$ cat src/sv/sfcrc_pkg.sv
// Package: CRC-8 nibble table, update function and frame constants.
package sfcrc_pkg;

    // Register indexes on the configuration port
    localparam logic REG_CHECK_EN = 1'b0;
    localparam logic REG_INIT_VAL = 1'b1;

    // Reset values of the configuration registers
    localparam logic       CHECK_EN_RST = 1'b1;
    localparam logic [7:0] CRC_INIT_RST = 8'hFF;

    // Frame kinds
    localparam logic KIND_MEAS   = 1'b0;
    localparam logic KIND_STATUS = 1'b1;

    // Byte positions within a frame
    localparam logic [2:0] POS_W1_HI  = 3'd0;
    localparam logic [2:0] POS_W1_LO  = 3'd1;
    localparam logic [2:0] POS_W1_CRC = 3'd2;
    localparam logic [2:0] POS_W2_HI  = 3'd3;
    localparam logic [2:0] POS_W2_LO  = 3'd4;
    localparam logic [2:0] POS_W2_CRC = 3'd5;

    typedef logic [7:0] t_byte;

    // Polynomial 0x31 table, one entry per nibble value
    localparam t_byte NIBBLE_TAB [16] = '{
        8'h00, 8'h31, 8'h62, 8'h53, 8'hc4, 8'hf5, 8'ha6, 8'h97,
        8'hb9, 8'h88, 8'hdb, 8'hea, 8'h7d, 8'h4c, 8'h1f, 8'h2e
    };

    // One byte of CRC-8, MSB first, two nibble lookups
    function automatic t_byte crc8_update(input t_byte crc, input t_byte data);
        t_byte c;
        logic [3:0] idx;
        idx = crc[7:4] ^ data[7:4];
        c   = {crc[3:0], 4'h0} ^ NIBBLE_TAB[idx];
        idx = c[7:4] ^ data[3:0];
        c   = {c[3:0], 4'h0} ^ NIBBLE_TAB[idx];
        return c;
    endfunction

endpackage

$ cat src/sv/sfcrc_crc8.sv
// CRC-8 byte update with seed select between restart value and running CRC.
module sfcrc_crc8
    import sfcrc_pkg::*;
(
    input  logic [7:0] i_seed_init,
    input  logic [7:0] i_seed_run,
    input  logic       i_restart,
    input  logic [7:0] i_data,
    output logic [7:0] o_crc
);

    logic [7:0] seed;

    // Pick the seed, then fold in the byte
    assign seed  = i_restart ? i_seed_init : i_seed_run;
    assign o_crc = crc8_update(seed, i_data);

endmodule

$ cat config.mk
export PLATFORM = sky130hd
export DESIGN_NAME = sfcrc_crc8
export DESIGN_NICKNAME = d
export VERILOG_FILES = /design/src/sv/sfcrc_pkg.sv /design/src/sv/sfcrc_crc8.sv
export SDC_FILE = /design/constraint.sdc
export NUM_CORES = 1
export LEC_CHECK = 0
export BUFFER_PORTS_ARGS = -buffer_cell sky130_fd_sc_hd__clkbuf_2
export CAP_MARGIN = 20
export CORE_AREA = 3 3 40 42
export DETAILED_ROUTE_END_ITERATION = 10
export DIE_AREA = 0 0 43 45
export PLACE_DENSITY = 0.7
export REMOVE_ABC_BUFFERS = 1
export SYNTH_ARGS = -nofsm -noshare
export SYNTH_HDL_FRONTEND = slang
export SYNTH_SLANG_ARGS = --single-unit
$ cat constraint.sdc
create_clock -name vclk -period 9
set_input_delay 2.25 -clock vclk [all_inputs]
set_output_delay 2.25 -clock vclk [all_outputs]
set_load 0.005 [all_outputs]
### After elaboration in Yosys (flattened, before gate mapping)

Memories as Yosys holds them, arrays and structs flattened.
Index checks and enable logic that the tools add are counted.

| storage, ports and cells | value |
|---|---|
| flip-flop bits (word level) | 0 |
| bits in read-only memories | 256 |
| input bits | 25 |
| output and inout port bits | 8 |
| word-level logic and storage cells | 15 |
| memories | 2 |

Memories:

| name | words | bits a word | read ports | clocked after Yosys merged registers in | wr ports | line | text |
|---|---|---|---|---|---|---|---|
| (name not given) | 16 | 8 | 1 | 0 | 0 | sfcrc_pkg.sv:39 | `c = {c[3:0], 4'h0} ^ NIBBLE_TAB[idx];` |
| (name not given) | 16 | 8 | 1 | 0 | 0 | sfcrc_pkg.sv:37 | `c = {crc[3:0], 4'h0} ^ NIBBLE_TAB[idx];` |

| operators by class | value |
|---|---|
| magnitude comparators | 2 |
| multiplexer cells | 5 |
| bitwise operators | 6 |

Operator list:

| operator | count |
|---|---|
| $mux W8 | 5 |
| $xor A8 B8 Y8 | 2 |
| $ge A5 B5 Y1 const B | 2 |
| $not A4 Y5 | 2 |
| $xor A4 B4 Y4 | 2 |

### Depth between registers and ports, before layout

Gate-level depths: netlist of run 1.

| depth | value |
|---|---|
| depth in word-level cells | 13 |
| depth in mapped cells | 10 |
| gate-level depth less buffers | 9 |

### Worst setup path after synthesis of run 1

OpenSTA, ideal clock, no wires.

| timing | value |
|---|---|
| path type | input to output |
| start point | input port i_restart |
| end point | output port o_crc[4] |
| arrival | 4.361 ns |
| data required time | 6.750 ns |
| path slack | 2.389 ns |
| stages | 10 |
| path buffers | 1 |
| path through | buf_6 > mux2i_4 > xor2_1 > xnor2_1 > xnor2_2 > xnor2_1 > ha_1 > nor2_1 > xnor2_1 > mux2_2 |

| on the way | value |
|---|---|
| word-level cells in the longest chain between the ends | 13 |

RTL lines:

| item | line | text |
|---|---|---|
| start: declaration | sfcrc_crc8.sv:7 | `input logic i_restart,` |
| $mux W8 * | sfcrc_crc8.sv:15 | `assign seed = i_restart ? i_seed_init : i_seed_run;` |
| $xor A4 B4 Y4 | sfcrc_pkg.sv:36 | `idx = crc[7:4] ^ data[7:4];` |
| $not A4 Y5 (not written as such) | sfcrc_pkg.sv:37 |  |
| $mem_v2 Z16 W8 | - |  |
| $mux W8 (not written as such) (2 in a row) | sfcrc_pkg.sv:37 |  |
| $xor A8 B8 Y8 * | sfcrc_pkg.sv:37 |  |
| $xor A4 B4 Y4 | sfcrc_pkg.sv:38 | `idx = c[7:4] ^ data[3:0];` |
| $not A4 Y5 (not written as such) | sfcrc_pkg.sv:39 |  |
| $mem_v2 Z16 W8 | - |  |
| $mux W8 (not written as such) (2 in a row) | sfcrc_pkg.sv:39 |  |
| $xor A8 B8 Y8 * | sfcrc_pkg.sv:39 |  |
| end: declaration | sfcrc_crc8.sv:9 | `output logic [7:0] o_crc` |

Mark *: on every way between the ends. The rest lies on a longest branch, timed or not. The select of a mux whose other input is x is not followed.

### Worst setup path after layout of run 1

Ends and elaborated chain as after synthesis.

==> reports/summary.log, run 1 <==
qor: global_routing.grt_antenna_before_repair 0
qor: floorplanning.floorplan.die.width 43 um
qor: timing.hold_viol_final 0
qor: floorplanning.effective_utilization_at_floorplan 34.27%
qor: floorplanning.die_area 1935 sq um
qor: finish.fraction_of_layout_instances_using_a_drive_strength_above_1 48.05%
qor: timing.finalCritPeriodShare 78.63%
qor: drt.vias 399
qor: yosys.yosys.cell_types.count 11
qor: worst_setup_path.required 6750 ps
qor: finish.filler_cell_count 137
qor: finish.multiInputGateArea 429.2 sq um
qor: yosys.synth_common_cells sky130_fd_sc_hd__xnor2_1 (18), sky130_fd_sc_hd__mux2i_1 (9), sky130_fd_sc_hd__xor2_1 (7)
qor: finish.insertedDiodeCount 0
qor: yosys.post_synth.cell_area_avg 9.787 sq um
qor: power_and_ir_drop.switch_pwr 46.43 uW
qor: worst_setup_path.cp_max_fo 8
qor: power_and_ir_drop.pwr-share-seq 0%
qor: finish.clock_buffers 0
qor: finish.final_nets 106
qor: drt.drc 0
qor: worst_setup_path.worst-endpoint-arrival 4830 ps
qor: global_routing.grt_first_pass_wirelength 1449 um
qor: worst_setup_path.worstPathCellList clkbuf_2 > mux2i_4 > xor2_1 > xnor2_1 > xnor2_2 > xnor2_1 > ha_1 > nor2_1 > xnor2_1 > mux2_2 > clkbuf_2
qor: yosys.synth_top_cells_by_area sky130_fd_sc_hd__xnor2_1 (36%), sky130_fd_sc_hd__mux2i_1 (20%), sky130_fd_sc_hd__xor2_1 (14%)
qor: hold_path.timing.hold.worst.class in -> out
qor: place.port-buffer-count 33
qor: yosys.synth.yosys.warnings 0
qor: worst_setup_path.critPathSlowestCell sky130_fd_sc_hd__mux2_2
qor: finish.stdcell_count 92
qor: yosys.synth.cell_area 440.4 sq um
qor: clock_network.ctsHoldBuffers 0
qor: drt.vias_per_cell 4.337
qor: flow_run.cap_viol_max_count 0
qor: power_and_ir_drop.total_power 100.9 uW
qor: finish.sequential_cell_total 0
qor: worst_setup_path.critical_path.most_common_cell sky130_fd_sc_hd__xnor2_1
qor: clock_network.cts_post_setup_buffers_inserted 0
qor: finish.area.growth.synth_to_final 39.20%
qor: floorplanning.core 1285 sq um
qor: timing.setup-violations-final 0
qor: place.gp_congestion 0.6765
qor: power_and_ir_drop.static_leakage_power 0.3009 nW
qor: floorplanning.die_height 45 um
qor: floorplanning.ios 33
qor: timing.timing.max_slew.rel_slack 56.70%
qor: drt.detail-route-antenna-nets 0
qor: drt.routed_wire_length_per_instance 9.946 um
qor: finish.layout.area.seq 0 sq um
qor: yosys.netlist_instances 45
qor: worst_setup_path.critPathMaxStageDelay 340 ps
qor: power_and_ir_drop.combinationalPowerShare 100.0%
qor: power_and_ir_drop.ir_drop 54.59 uV
qor: timing.fin_tns_setup 0 ps
qor: timing.fmax 141.3 MHz
qor: power_and_ir_drop.internal_power_summed_over_all_cells 54.45 uW
qor: power_and_ir_drop.clkPwrFrac 0%
qor: global_routing.grt_max_degree 9
qor: worst_setup_path.worstSetupPathType in -> out
qor: power_and_ir_drop.power_switching_share 46.02%
qor: global_routing.globalRouteOverflowTotal 0
qor: place.place_hpwl 896.8 um
qor: timing.drv_slew 0
qor: drt.finalWirelength 915 um
qor: yosys.area_share_of_the_largest_cell_type_after_synthesis 35.80%
qor: yosys.seq_total_area_yosys 0%
qor: global_routing.grt_usage 9.129%
qor: power_and_ir_drop.power_per_cell_area 164.5 nW/um^2
qor: timing.tightestPinTransition 644.9 ps
qor: finish.final_core_util 47.71%
qor: timing.final.min_clock_period 7077 ps
qor: worst_setup_path.worst_setup_path_start_kind input port
qor: timing.rsz0062_at_grt false
qor: yosys.synth_area_leader_cell sky130_fd_sc_hd__xnor2_1
qor: worst_setup_path.crit_path_end_kind primary output
qor: run_status.outcome finished, final reports clean
qor: floorplanning.std_cell_rows 13
qor: yosys.cell_with_the_most_instances_after_synthesis sky130_fd_sc_hd__xnor2_1
qor: drt.detail_route.iter0.violations 0
qor: global_routing.first_global_vias 369
qor: timing.final.hold.worst_slack 4923 ps
qor: place.place_inst 92
qor: drt.detailedRoute.firstPassIterationCount 1
qor: clock_network.post_cts_sizing 0
## cells in the final DEF (no fill, tap or decap)
cell type,count
sky130_fd_sc_hd__mux2i_1,9
sky130_fd_sc_hd__nor2_1,1
sky130_fd_sc_hd__xnor2_1,18
sky130_fd_sc_hd__ha_1,2
sky130_fd_sc_hd__maj3_1,3
sky130_fd_sc_hd__maj3_2,1
sky130_fd_sc_hd__xnor2_2,1
sky130_fd_sc_hd__mux2i_4,1
sky130_fd_sc_hd__mux2_2,1
sky130_fd_sc_hd__clkbuf_2,33
sky130_fd_sc_hd__xor2_1,7
## path summary, 6_finish.rpt
path | start | to | slack [ps] | cells after the start
setup / recovery | i_restart | o_crc[4] | 1920 | 11
hold / removal | i_data[2] | o_crc[6] | 4920 | 4
## power by group through the flow
| stage | clock (mW) | combinational [mW] | sequential, mW |
|---|---|---|---|
| floorplan | 0 | 0.0699 | 0 |
| global placement | 0 | 0.100 | 0 |
| detailed placement | 0 | 0.103 | 0 |
| CTS | 0 | 0.103 | 0 |
| global route | 0 | 0.112 | 0 |
| finish | 0 | 0.101 | 0 |
## worst max-delay path: cells and delay by family
family	cells	cell delay, ps
XOR/XNOR	5	1130
multiplexers	2	640
buffers and inverters	2	370
adder cells (fa/ha/maj)	1	220
AND/OR/NAND/NOR	1	220
## metal layers
metal,wire length [um],GRT usage (%)
met1,360,11.93
met2,481,17.96
met3,72,0
met4,0,0
met5,0,0
## final cells by class
| type | count | area share, % |
|---|---|---|
| well taps | 15 | 3.061 |
| repair buffers | 33 | 26.94 |
| multi-input cells | 44 | 70.00 |
## cell families (layout without fill, tap and decap cells)
group         Yosys count  after routing  synth area share (%)
simple gates            1              1                0.8515
mux                    11             11                 28.13
fa+ha+maj               6              6                 15.06
xor+xnor               26             26                 53.41
buf+inv                 1             33                 2.557
## stage by stage
| step | area (sq um) | setup slack (ps) |
|---|---|---|
| after detailed placement | 613.1 | 1908 |
| final | 613.1 | 1923 |
| after CTS | 613.1 | 1899 |
| after global routing | 613.1 | 1715 |
| after floorplan | 429.2 | 2552 |
| after global placement | 613.1 | 1969 |
Note: power is estimated with default switching activity, not from simulation.
==> run 2, diff against run 1 <==
- PLACE_DENSITY: 0.7 -> 0.73
- clock period: 9 -> 5.8 ns (I/O delays scaled with it)
==> run 2 against run 1 <==
Effect of this change: first-iteration DRC count unchanged; power up 56%; largest power group unchanged; largest cell class unchanged; final cell count up 1.1%.
==> reports/summary.log, run 2 (synthesis gave the netlist of run 1 again) <==
qor: global_routing.grt_antenna_before_repair 0 [unchanged]
qor: worst_setup_path.cp_max_fo 4 [was 8]
qor: worst_setup_path.worstSetupPathType in -> out [unchanged]
qor: drt.vias_per_cell 4.301 [was 4.337]
qor: worst_setup_path.worst-endpoint-arrival 3840 ps [was 4830 ps]
qor: timing.final.hold.worst_slack 3325 ps [was 4923 ps]
qor: finish.layout_common_cells sky130_fd_sc_hd__clkbuf_2 (33), sky130_fd_sc_hd__xnor2_1 (18), sky130_fd_sc_hd__mux2i_1 (9) [unchanged]
qor: drt.routed_wire_length_per_instance 9.419 um [was 9.946 um]
qor: drt.detailedRoute.firstPassIterationCount 1 [unchanged]
qor: worst_setup_path.critical_path.most_common_cell sky130_fd_sc_hd__xnor2_1 [unchanged]
qor: global_routing.grt_first_pass_wirelength 1324 um [was 1449 um]
qor: timing.tightestPinTransition 588.6 ps [was 644.9 ps]
qor: floorplanning.die_area 1935 sq um [unchanged]
qor: floorplanning.ios 33 [unchanged]
qor: worst_setup_path.worst_setup_path_start_kind input port [unchanged]
qor: finish.sequential_cell_total 0 [unchanged]
qor: timing.timing.max_slew.rel_slack 60.48% [was 56.70%]
qor: timing.setup-violations-final 0 [unchanged]
qor: finish.insertedDiodeCount 0 [unchanged]
qor: worst_setup_path.critPathSlowestCell sky130_fd_sc_hd__xnor2_2 [was sky130_fd_sc_hd__mux2_2]
qor: worst_setup_path.required 4350 ps [was 6750 ps]
qor: power_and_ir_drop.ir_drop 111.0 uV [was 54.59 uV]
qor: timing.hold_viol_final 0 [unchanged]
qor: timing.final.min_clock_period 5295 ps
qor: clock_network.post_cts_sizing 0 [unchanged]
qor: clock_network.ctsHoldBuffers 0 [unchanged]
qor: drt.vias 400 [was 399]
qor: floorplanning.core 1285 sq um [unchanged]
qor: global_routing.globalRouteOverflowTotal 0 [unchanged]
qor: power_and_ir_drop.static_leakage_power 0.3057 nW [was 0.3009 nW]
qor: flow_run.cap_viol_max_count 0 [unchanged]
qor: drt.drc 0 [unchanged]
qor: finish.clock_buffers 0 [unchanged]
qor: timing.finalCritPeriodShare 91.29%
qor: power_and_ir_drop.power_per_cell_area 252.8 nW/um^2 [was 164.5 nW/um^2]
qor: global_routing.grt_usage 8.458% [was 9.129%]
qor: place.gp_congestion 0.6190 [was 0.6765]
qor: clock_network.cts_post_setup_buffers_inserted 0 [unchanged]
qor: place.place_hpwl 838.9 um [was 896.8 um]
qor: timing.drv_slew 0 [unchanged]
qor: global_routing.grt_max_degree 7 [was 9]
qor: run_status.outcome finished, final reports clean [unchanged]
qor: worst_setup_path.worstPathCellList clkbuf_2 > mux2i_4 > xor2_1 > xnor2_1 > xnor2_2 > xnor2_1 > ha_1 > nor2_1 > xnor2_1 > mux2_2 > clkbuf_2 [unchanged]
qor: drt.detail_route.iter0.violations 0 [unchanged]
qor: floorplanning.effective_utilization_at_floorplan 34.27% [unchanged]
qor: finish.area.growth.synth_to_final 40.91% [was 39.20%]
qor: timing.fmax 188.9 MHz
qor: worst_setup_path.critPathMaxStageDelay 350 ps [was 340 ps]
qor: worst_setup_path.crit_path_end_kind primary output [unchanged]
qor: finish.layout_commonest_cell sky130_fd_sc_hd__clkbuf_2 [unchanged]
qor: floorplanning.floorplan.die.width 43 um [unchanged]
qor: floorplanning.std_cell_rows 13 [unchanged]
qor: timing.rsz0062_at_grt false [unchanged]
qor: finish.fraction_of_layout_instances_using_a_drive_strength_above_1 48.72% [was 48.05%]
qor: place.port-buffer-count 33 [unchanged]
qor: drt.finalWirelength 876 um [was 915 um]
qor: finish.final_nets 107 [was 106]
qor: global_routing.first_global_vias 327 [was 369]
qor: timing.fin_tns_setup 0 ps [unchanged]
qor: hold_path.timing.hold.worst.class in -> out [unchanged]
qor: finish.layout.area.seq 0 sq um [unchanged]
qor: drt.detail-route-antenna-nets 0 [unchanged]
qor: floorplanning.die_height 45 um [unchanged]
run 2: cell count changes in the layout (fill, tap and decap cells not counted), sizes merged:
cell	previous run	this run
buf	0	1
run 2: cell type report:
class | count | area [sq um]
Tap cell | 15 | 18.77
Timing Repair Buffer | 34 | 172.7
Multi-Input combinational cell | 44 | 429.2
Fill cell | 135 | 664.4
run 2: path summary, 6_finish.rpt:
check,from,endpoint,cells after the start
min,i_data[2],o_crc[6],4
max,i_restart,o_crc[4],11
run 2: power by group:
part           total [mW]  switching, mW  internal, mW
Combinational       0.157         0.0722        0.0847
Sequential              0              0             0
Clock                   0              0             0
Total               0.157         0.0722        0.0847
run 2: metrics by stage:
stage | instances | util, % | setup WS [ps] | power (mW) | area, sq um
6_report | 93 | 48.30 | 505.3 | 0.1569 | 620.6
5_1_grt | 93 | 48.30 | 290.9 | 0.1743 | 620.6
4_1_cts | 93 | 48.30 | 459.3 | 0.1608 | 620.6
3_5_place_dp | 93 | 48.30 | 467.8 | 0.1600 | 620.6
3_3_place_gp | 93 | 48.30 | 570.6 | 0.1563 | 620.6
2_1_floorplan | 44 | - | 951.6 | 0.1084 | 429.2
run 2: layer usage:
layer,share of wire (%),track usage [%],wire (um),vias up
met5,0,0,0,-
met4,0,0,0,0
met3,8.1,0,71,0
met2,53,16.77,463,18
met1,39,10.95,342,163
li1,-,-,-,219
run 2: worst max-delay path, delay by kind of cell:
kind	cells	cell delay, ps
adder cells (fa/ha/maj)	1	220
multiplexers	2	610
AND/OR/NAND/NOR	1	220
buffers and inverters	2	250
XOR/XNOR	5	1110
